File: src/sv/tcfq_pkg.sv
// package for the two-class oldest-first fifo
// holds operation and status codes, control structs and default sizes
// no dependencies
`timescale 1ns / 1ps

package tcfq_pkg;

  localparam int DEF_QUEUE_DEPTH = 16;
  localparam int DEF_TAG_BITS    = 16;
  localparam int DEF_STAMP_BITS  = 16;
  localparam int PORT_TAG_W      = 16;

  typedef enum logic [1:0] {
    ACT_ENQUEUE = 2'd0,
    ACT_DEQ_ANY = 2'd1,
    ACT_DEQ_DOG = 2'd2,
    ACT_DEQ_CAT = 2'd3
  } action_t;

  typedef enum logic [1:0] {
    ST_ENQUEUED = 2'd0,
    ST_DEQUEUED = 2'd1,
    ST_EMPTY    = 2'd2,
    ST_FULL     = 2'd3
  } status_t;

  typedef struct packed {
    logic push;
    logic pop;
  } q_ctl_t;

  typedef struct packed {
    logic full;
    logic empty;
  } q_sts_t;

endpackage

File: src/sv/tcfq_ifs.sv
// request and response channel interfaces for the two-class fifo
// depends on nothing; payload widths follow the port definitions
`timescale 1ns / 1ps

interface tcfq_req_if;
  logic        valid;
  logic        ready;
  logic [1:0]  action;
  logic        is_dog;
  logic [15:0] item_tag;

  modport source (output valid, action, is_dog, item_tag, input ready);
  modport sink (input valid, action, is_dog, item_tag, output ready);
endinterface

interface tcfq_rsp_if;
  logic        valid;
  logic        ready;
  logic [1:0]  status;
  logic [15:0] out_tag;
  logic        out_is_dog;

  modport source (output valid, status, out_tag, out_is_dog, input ready);
  modport sink (input valid, status, out_tag, out_is_dog, output ready);
endinterface

File: src/sv/tcfq_cell.sv
// one storage cell of a class queue chain: tag and arrival stamp
// loads the incoming entry at the tail position or takes its neighbor on pop
// depends on tcfq_pkg
`timescale 1ns / 1ps

module tcfq_cell
  import tcfq_pkg::*;
#(
  parameter int TAG_BITS   = DEF_TAG_BITS,
  parameter int STAMP_BITS = DEF_STAMP_BITS,
  parameter int FILL_W     = 5,
  parameter int IDX        = 0
) (
  input  logic                  clk,
  input  q_ctl_t                ctl,
  input  logic [FILL_W-1:0]     fill,
  input  logic [TAG_BITS-1:0]   in_tag,
  input  logic [STAMP_BITS-1:0] in_stamp,
  input  logic [TAG_BITS-1:0]   nbr_tag,
  input  logic [STAMP_BITS-1:0] nbr_stamp,
  output logic [TAG_BITS-1:0]   tag,
  output logic [STAMP_BITS-1:0] stamp
);

  logic load;

  assign load = ctl.push && (fill == FILL_W'(IDX));

  always_ff @(posedge clk) begin
    if (ctl.pop) begin
      tag   <= nbr_tag;
      stamp <= nbr_stamp;
    end else if (load) begin
      tag   <= in_tag;
      stamp <= in_stamp;
    end
  end

endmodule

File: src/sv/tcfq_chain.sv
// one class queue as a chain of cells with the head always in cell zero
// keeps the fill count and reports full and empty
// depends on tcfq_pkg and tcfq_cell
`timescale 1ns / 1ps

module tcfq_chain
  import tcfq_pkg::*;
#(
  parameter int QUEUE_DEPTH = DEF_QUEUE_DEPTH,
  parameter int TAG_BITS    = DEF_TAG_BITS,
  parameter int STAMP_BITS  = DEF_STAMP_BITS
) (
  input  logic                  clk,
  input  logic                  rst,
  input  q_ctl_t                ctl,
  input  logic [TAG_BITS-1:0]   in_tag,
  input  logic [STAMP_BITS-1:0] in_stamp,
  output logic [TAG_BITS-1:0]   head_tag,
  output logic [STAMP_BITS-1:0] head_stamp,
  output q_sts_t                sts
);

  localparam int FILL_W = $clog2(QUEUE_DEPTH + 1);

  logic [FILL_W-1:0] fill;
  logic [FILL_W-1:0] fill_next;

  logic [TAG_BITS-1:0]   tags   [QUEUE_DEPTH+1];
  logic [STAMP_BITS-1:0] stamps [QUEUE_DEPTH+1];

  // past the last cell nothing moves in
  assign tags[QUEUE_DEPTH]   = '0;
  assign stamps[QUEUE_DEPTH] = '0;

  for (genvar i = 0; i < QUEUE_DEPTH; i++) begin : g_cell
    tcfq_cell #(
      .TAG_BITS   (TAG_BITS),
      .STAMP_BITS (STAMP_BITS),
      .FILL_W     (FILL_W),
      .IDX        (i)
    ) u_cell (
      .clk       (clk),
      .ctl       (ctl),
      .fill      (fill),
      .in_tag    (in_tag),
      .in_stamp  (in_stamp),
      .nbr_tag   (tags[i+1]),
      .nbr_stamp (stamps[i+1]),
      .tag       (tags[i]),
      .stamp     (stamps[i])
    );
  end

  always_comb begin
    fill_next = fill;
    if (ctl.push) begin
      fill_next = fill + FILL_W'(1);
    end else if (ctl.pop) begin
      fill_next = fill - FILL_W'(1);
    end
  end

  always_ff @(posedge clk) begin
    if (rst) begin
      fill <= '0;
    end else begin
      fill <= fill_next;
    end
  end

  assign head_tag   = tags[0];
  assign head_stamp = stamps[0];
  assign sts.full   = (fill == FILL_W'(QUEUE_DEPTH));
  assign sts.empty  = (fill == '0);

endmodule

File: src/sv/two_class_fifo_oldest_first.sv
// top level of the two-class oldest-first fifo (dog and cat queues)
// depends on tcfq_pkg, tcfq_ifs, tcfq_chain and tcfq_cell
//
// usage:
//   req channel carries one operation per transaction: action (enqueue,
//   dequeue oldest of either class, dequeue dog, dequeue cat), is_dog and
//   item_tag. every transaction yields exactly one rsp transaction with
//   status, out_tag and out_is_dog.
//   enqueue stamps the entry with a global arrival count; dequeue-any takes
//   the head with the older stamp, compared modulo 2^STAMP_BITS.
//   a full queue drops the entry with status full; an empty request gives
//   status empty and leaves the state alone.
// timing:
//   the response is registered and appears in the cycle after the request
//   is accepted. one request per cycle is taken while the output register
//   is empty or being drained.
//   when rsp is stalled the pending response holds and req.ready drops
//   until it is taken; req.ready is high whenever the output register is
//   empty or being drained.
// reset:
//   synchronous rst empties both queues, clears the arrival count and the
//   pending response; entry storage is not cleared.
`timescale 1ns / 1ps

module two_class_fifo_oldest_first
  import tcfq_pkg::*;
#(
  parameter int QUEUE_DEPTH = DEF_QUEUE_DEPTH,
  parameter int TAG_BITS    = DEF_TAG_BITS,
  parameter int STAMP_BITS  = DEF_STAMP_BITS
) (
  input logic        clk,
  input logic        rst,
  tcfq_req_if.sink   req,
  tcfq_rsp_if.source rsp
);

  logic                  accept;
  action_t               act;
  logic [STAMP_BITS-1:0] arrival_count;
  logic [STAMP_BITS-1:0] arrival_count_next;

  logic [TAG_BITS+PORT_TAG_W-1:0] tag_ext_in;
  logic [TAG_BITS-1:0]            tag_in;

  q_ctl_t                dog_ctl;
  q_ctl_t                cat_ctl;
  q_sts_t                dog_sts;
  q_sts_t                cat_sts;
  logic [TAG_BITS-1:0]   dog_tag;
  logic [TAG_BITS-1:0]   cat_tag;
  logic [STAMP_BITS-1:0] dog_stamp;
  logic [STAMP_BITS-1:0] cat_stamp;
  logic [STAMP_BITS-1:0] age_diff;
  logic                  dog_older;

  logic                           take_dog;
  logic [TAG_BITS-1:0]            pop_tag;
  logic [TAG_BITS+PORT_TAG_W-1:0] tag_ext_out;

  status_t         res_status;
  logic [15:0]     res_tag;
  logic            res_dog;

  logic            out_valid;
  status_t         out_status;
  logic [15:0]     out_tag;
  logic            out_dog;

  assign req.ready = !out_valid || rsp.ready;
  assign accept    = req.valid && req.ready;
  assign act       = action_t'(req.action);

  assign tag_ext_in = {{TAG_BITS{1'b0}}, req.item_tag};
  assign tag_in     = tag_ext_in[TAG_BITS-1:0];

  assign age_diff  = cat_stamp - dog_stamp;
  assign dog_older = (age_diff != '0) && !age_diff[STAMP_BITS-1];

  always_comb begin
    dog_ctl            = '0;
    cat_ctl            = '0;
    take_dog           = 1'b0;
    res_status         = ST_EMPTY;
    arrival_count_next = arrival_count;
    case (act)
      ACT_ENQUEUE: begin
        if (req.is_dog ? dog_sts.full : cat_sts.full) begin
          res_status = ST_FULL;
        end else begin
          res_status         = ST_ENQUEUED;
          dog_ctl.push       = accept && req.is_dog;
          cat_ctl.push       = accept && !req.is_dog;
          arrival_count_next = arrival_count + STAMP_BITS'(1);
        end
      end
      ACT_DEQ_ANY: begin
        if (!(dog_sts.empty && cat_sts.empty)) begin
          res_status  = ST_DEQUEUED;
          take_dog    = cat_sts.empty || (!dog_sts.empty && dog_older);
          dog_ctl.pop = accept && take_dog;
          cat_ctl.pop = accept && !take_dog;
        end
      end
      ACT_DEQ_DOG: begin
        if (!dog_sts.empty) begin
          res_status  = ST_DEQUEUED;
          take_dog    = 1'b1;
          dog_ctl.pop = accept;
        end
      end
      ACT_DEQ_CAT: begin
        if (!cat_sts.empty) begin
          res_status  = ST_DEQUEUED;
          cat_ctl.pop = accept;
        end
      end
      default: begin
        res_status = ST_EMPTY;
      end
    endcase
  end

  assign pop_tag     = take_dog ? dog_tag : cat_tag;
  assign tag_ext_out = {{PORT_TAG_W{1'b0}}, pop_tag};
  assign res_tag     = (res_status == ST_DEQUEUED) ? tag_ext_out[PORT_TAG_W-1:0] : '0;
  assign res_dog     = (res_status == ST_DEQUEUED) && take_dog;

  tcfq_chain #(
    .QUEUE_DEPTH (QUEUE_DEPTH),
    .TAG_BITS    (TAG_BITS),
    .STAMP_BITS  (STAMP_BITS)
  ) u_dog (
    .clk        (clk),
    .rst        (rst),
    .ctl        (dog_ctl),
    .in_tag     (tag_in),
    .in_stamp   (arrival_count),
    .head_tag   (dog_tag),
    .head_stamp (dog_stamp),
    .sts        (dog_sts)
  );

  tcfq_chain #(
    .QUEUE_DEPTH (QUEUE_DEPTH),
    .TAG_BITS    (TAG_BITS),
    .STAMP_BITS  (STAMP_BITS)
  ) u_cat (
    .clk        (clk),
    .rst        (rst),
    .ctl        (cat_ctl),
    .in_tag     (tag_in),
    .in_stamp   (arrival_count),
    .head_tag   (cat_tag),
    .head_stamp (cat_stamp),
    .sts        (cat_sts)
  );

  always_ff @(posedge clk) begin
    if (rst) begin
      arrival_count <= '0;
      out_valid     <= 1'b0;
    end else begin
      if (accept) begin
        arrival_count <= arrival_count_next;
        out_valid     <= 1'b1;
      end else if (rsp.ready) begin
        out_valid <= 1'b0;
      end
    end
  end

  always_ff @(posedge clk) begin
    if (accept) begin
      out_status <= res_status;
      out_tag    <= res_tag;
      out_dog    <= res_dog;
    end
  end

  assign rsp.valid      = out_valid;
  assign rsp.status     = out_status;
  assign rsp.out_tag    = out_tag;
  assign rsp.out_is_dog = out_dog;

endmodule

File: src/flat_wrapper.sv
// flat-port wrapper written by rule: the top's interface ports become plain ports
module two_class_fifo_oldest_first_flat import tcfq_pkg::*;
#(
  parameter int QUEUE_DEPTH = DEF_QUEUE_DEPTH,
  parameter int TAG_BITS    = DEF_TAG_BITS,
  parameter int STAMP_BITS  = DEF_STAMP_BITS
)
  (clk, rst, req_valid, req_action, req_is_dog, req_item_tag, req_ready, rsp_valid, rsp_status, rsp_out_tag, rsp_out_is_dog, rsp_ready);
  tcfq_req_if req_i ();
  tcfq_rsp_if rsp_i ();
  input logic clk;
  input logic rst;
  input wire logic [$bits(req_i.valid)-1:0] req_valid;
  input wire logic [$bits(req_i.action)-1:0] req_action;
  input wire logic [$bits(req_i.is_dog)-1:0] req_is_dog;
  input wire logic [$bits(req_i.item_tag)-1:0] req_item_tag;
  output wire logic [$bits(req_i.ready)-1:0] req_ready;
  output wire logic [$bits(rsp_i.valid)-1:0] rsp_valid;
  output wire logic [$bits(rsp_i.status)-1:0] rsp_status;
  output wire logic [$bits(rsp_i.out_tag)-1:0] rsp_out_tag;
  output wire logic [$bits(rsp_i.out_is_dog)-1:0] rsp_out_is_dog;
  input wire logic [$bits(rsp_i.ready)-1:0] rsp_ready;
  assign req_i.valid = req_valid;
  assign req_i.action = req_action;
  assign req_i.is_dog = req_is_dog;
  assign req_i.item_tag = req_item_tag;
  assign req_ready = req_i.ready;
  assign rsp_valid = rsp_i.valid;
  assign rsp_status = rsp_i.status;
  assign rsp_out_tag = rsp_i.out_tag;
  assign rsp_out_is_dog = rsp_i.out_is_dog;
  assign rsp_i.ready = rsp_ready;
  two_class_fifo_oldest_first #(.QUEUE_DEPTH(QUEUE_DEPTH), .TAG_BITS(TAG_BITS), .STAMP_BITS(STAMP_BITS)) u_core (.clk(clk), .rst(rst), .req(req_i), .rsp(rsp_i));
endmodule
File: config.mk
export PLATFORM = sky130hd
export DESIGN_NAME = two_class_fifo_oldest_first_flat
export DESIGN_NICKNAME = d
export VERILOG_FILES = /design/src/sv/tcfq_pkg.sv /design/src/sv/tcfq_ifs.sv /design/src/sv/tcfq_cell.sv /design/src/sv/tcfq_chain.sv /design/src/sv/two_class_fifo_oldest_first.sv /design/src/flat_wrapper.sv
export SDC_FILE = /design/constraint.sdc
export NUM_CORES = 2
export LEC_CHECK = 0
export ABC_AREA = 1
export BUFFER_PORTS_ARGS = -buffer_cell sky130_fd_sc_hd__buf_4
export CAP_MARGIN = 0
export CORE_ASPECT_RATIO = 1.75
export CORE_MARGIN = 3
export CORE_UTILIZATION = 57
export CTS_BUF_LIST = sky130_fd_sc_hd__clkbuf_4
export DETAILED_ROUTE_END_ITERATION = 16
export PLACE_DENSITY_LB_ADDON = 0.12
export SLEW_MARGIN = 20
export SYNTH_ARGS = -nofsm -noshare
export SYNTH_HDL_FRONTEND = slang
export SYNTH_SLANG_ARGS = --single-unit
File: constraint.sdc
create_clock -name clk -period 5.3 [get_ports clk]
set_clock_uncertainty 0.2 [all_clocks]
set_input_delay 1.06 -clock clk [delete_from_list [all_inputs] [get_ports clk]]
set_output_delay 1.06 -clock clk [all_outputs]
set_load 0.02 [all_outputs]
==> impl_metrics.py <==
metrics = {
    "outcome": {
        "outcome": "finished, final reports clean",
    },
    "sta": {
        "timing.final.hold_violations": 0,
        "relSlewSlack_pct": 32.6,
        "period_minus_slack_ps": 4450,
        "fmax_ghz": 0.225,
        "grt_setup_unrepaired": "false",
        "drv_slew": 0,
        "finalWorstSetupSlack_ps": 850,
        "worst_slew_pin_slew_ps": 1010,
        "finalSetupViolations": 0,
        "hold-worst-slack_ps": 265,
        "final.period_utilization_pct": 84.0,
    },
    "worst_setup_path": {
        "start_kind": "flop",
        "rrSetupSlack_ps": 850,
        "critPathBufInv": 1,
        "endpoint_kind": "flop",
        "worst-endpoint-required_ps": 5930,
        "crit_path_frequent_cell": "nand2_1",
        "crit_family": "compound AO/OA/AOI/OAI gates",
        "critical-path-max-stage-delay_ps": 700,
        "timing.setup.critical_path_class": "flop to flop",
        "cells_traversed_along_the_worst_timing_path": "ha_1 > a21oi_1 > o21ai_0 > nor2_1 > nand2_1 > nand2_1 > nand3_1 > o21bai_1 > nand2_1 > nand2_1 > nand2_2 > nand2_2 > inv_1 > nand2_1 > a21oi_1",
        "crit_arrival_ps": 5080,
        "crit_slowest_cell": "inv_1",
        "crit_path_max_fanout": 16,
    },
    "routing": {
        "routedWlPerCell_um": 17.9,
        "drt-pass1-iter-count": 5,
        "ant_nets": 0,
        "drt_wl_total_um": 96900,
        "drt_iter0_drc": 2048,
        "drt_drc_violations_left": 0,
        "num_vias": 28100,
        "post_drt_via_cell_ratio": 5.20,
    },
    "finish": {
        "mostFrequentLayoutCells": "nand2_1 (1271), edfxtp_1 (979), inv_1 (622), clkbuf_4 (378), o21ai_0 (291)",
        "area_of_all_placed_cells_without_fillers_mm2": 0.0490,
        "final_nets": 4236,
        "synthesis_to_layout_area_growth_pct": 10.9,
        "stdcell_count": 5408,
        "layout-drive-gt1-share_pct": 12.5,
        "layout_commonest_cell": "nand2_1",
    },
    "grt": {
        "pin_count_of_the_biggest_net_entering_global_routing": 94,
        "grt_overflow": 0,
        "number_of_antenna_violations_at_the_first_check_in_global_routing": 2,
        "vias_in_the_first_global_route": 27700,
        "global_route_wire_length_before_repair_um": 153000,
        "overall_fraction_of_global_route_tracks_in_use_pct": 24.3,
    },
    "clock_network": {
        "htree_num_levels": 4,
        "clk_latency_ps": 1150,
        "post_cts_buffers": 0,
        "root_buffer": "clkbuf_4",
        "number_of_clock_sinks_seen_by_cts": 1070,
        "path_clk_slew_ps": 70,
        "ctsLongestPathBuffers": 3,
        "tritoncts_clock_tree": "done",
        "cts_buffers": 232,
    },
    "placement": {
        "placement_stage_cell_area_mm2": 0.0456,
        "detailed_place_hpwl_um": 59800,
        "dp_worst_slack_ps": 670,
        "gp_routability_congestion": 0.889,
        "post-place-cells": 4944,
        "placement.io_buffers": 43,
    },
    "die": {
        "start_util_pct": 57.7,
        "floorplan.die.width_um": 216,
        "rows": 134,
        "die_height_um": 374,
        "design.core.area_mm2": 0.0766,
        "design.die.area_mm2": 0.0810,
        "num_io_pins": 44,
    },
    "yosys": {
        "post_synth.cell_area_avg_um2": 11.0,
        "synth-seq-cells": 1070,
        "synth.distinct_cells": 37,
        "yosysSeqAreaShare_pct": 70.7,
        "synthesis.instances": 4028,
        "yosysWarningCount": 0,
        "syn-num-nets": 4085,
        "post_synth_instance_area_mm2": 0.0442,
    },
    "pwr": {
        "cellPowerDensity_mw_per_mm2": 379,
        "peak_ir_drop_on_the_vdd_network_v": 0.000214,
        "leakagePower_uw": 0.0209,
    },
    "min_path": {
        "worst_hold_path_type": "flop to flop",
    },
    "run": {
        "drv_cap": 0,
    },
}
-- metrics by stage --
stage	utilization, %	setup TNS, ps	power, uW
2_1_floorplan	-	-182270	11600
3_3_place_gp	59.5	0	12200
3_5_place_dp	59.5	0	12200
4_1_cts	63.9	0	18800
5_1_grt	63.9	0	19400
6_report	63.9	0	18600
-- worst min-delay path: cells and delay by family, from the launching register on --
kind	cells	cell delay (ps)
flip-flops	1	310
AND/OR/NAND/NOR	1	60
AO/OA/AOI/OAI	1	50
-- worst paths after layout --
check / depth (start not counted) / start / endpoint
worst max-delay path: 15 / u_core.u_cat.g_cell[0].u_cell.stamp[14] / u_core.rsp.out_tag[12]
worst min-delay path: 2 / u_core.u_cat.g_cell[15].u_cell.tag[5] / u_core.u_cat.g_cell[15].u_cell.tag[5]
worst min register to register: 2 / u_core.u_cat.g_cell[15].u_cell.tag[5] / u_core.u_cat.g_cell[15].u_cell.tag[5]
worst max register to register: 15 / u_core.u_cat.g_cell[0].u_cell.stamp[14] / u_core.rsp.out_tag[12]
-- registers in the layout, summed over array words and instances (netlist names) --
name                              flops
u_core.u_cat.g_cell.u_cell.tag      256
u_core.u_dog.g_cell.u_cell.tag      256
u_core.u_dog.fill                     5
u_core.rsp.valid                      1
u_core.u_cat.g_cell.u_cell.stamp    256
u_core.arrival_count                 16
u_core.rsp.out_is_dog                 1
u_core.rsp.status                     2
u_core.rsp.out_tag                   16
u_core.u_cat.fill                     5
u_core.u_dog.g_cell.u_cell.stamp    256
-- power breakdown --
part / internal (uW) / total [uW] / switching, uW / leakage [uW]
registers: 9950 / 10100 / 159 / 0.00977
logic: 524 / 1920 / 1400 / 0.00920
clock network: 3400 / 6550 / 3150 / 0.00189
-- kinds of logic (layout without fill, tap and decap cells) --
family                   count (synthesis)  count (layout)  synth area share, %
flip-flops                            1070            1070                 70.7
AND/OR/NAND/NOR                       1425            1425                 12.5
AO/OA/AOI/OAI                          649             649                 7.58
buffers and inverters                  840            1191                 8.08
adder cells (fa/ha/maj)                 34              34                0.980
other                                    0               9                    0
XOR/XNOR                                10              10                0.198
-- layout make-up --
| cell class | count | area, um2 |
|---|---|---|
| Inverter | 624 | 2350 |
| Multi-Input combinational cell | 2118 | 9760 |
| Antenna cell | 9 | 22.5 |
| Timing Repair Buffer | 133 | 1210 |
| Tap cell | 1020 | 1280 |
| Fill cell | 6261 | 27600 |
| Clock inverter | 56 | 320 |
| Clock buffer | 378 | 2840 |
| Sequential cell | 1070 | 31200 |
-- routing by layer --
| metal | GRT usage [%] | vias up | share of wire [%] |
|---|---|---|---|
| met5 | 0 | - | 0 |
| met4 | 9.76 | 0 | 3.3 |
| met3 | 4.83 | 190 | 5.0 |
| met2 | 41.4 | 702 | 51 |
| met1 | 30.8 | 13600 | 41 |
| li1 | - | 13700 | - |
-- cell usage after synthesis (all sizes together) --
library cell | instances | area, um2
and2 | 1 | 6.26
nand4 | 9 | 56.3
o21ai | 527 | 2640
edfxtp | 979 | 29400
a21oi | 83 | 419
nand3b | 3 | 22.5
o21bai | 1 | 7.51
nand3 | 66 | 343
fa | 1 | 20.0
o21a | 1 | 7.51
inv | 623 | 2340
a21boi | 1 | 7.51
nor4 | 1 | 6.26
ha | 33 | 413
o211ai | 32 | 240
nor3b | 1 | 7.51
o22ai | 1 | 6.26
xor2 | 8 | 70.1
clkbuf | 52 | 195
nor2 | 49 | 184
o31ai | 3 | 22.5
dfxtp | 91 | 1820
xnor2 | 2 | 17.5
buf | 164 | 1030
clkinv | 1 | 3.75
or2 | 1 | 6.26
nand2 | 1281 | 4830
or4 | 1 | 7.51
nor3 | 12 | 60.1
-- what timing repair did --
item / CTS / global route
hold endpoints to repair: 43 / 0
hold buffers: 20 / 0
endpoints found under the setup margin: 0 / 0
resized for setup: 0 / 0
Power figures use the tool's default switching activity.
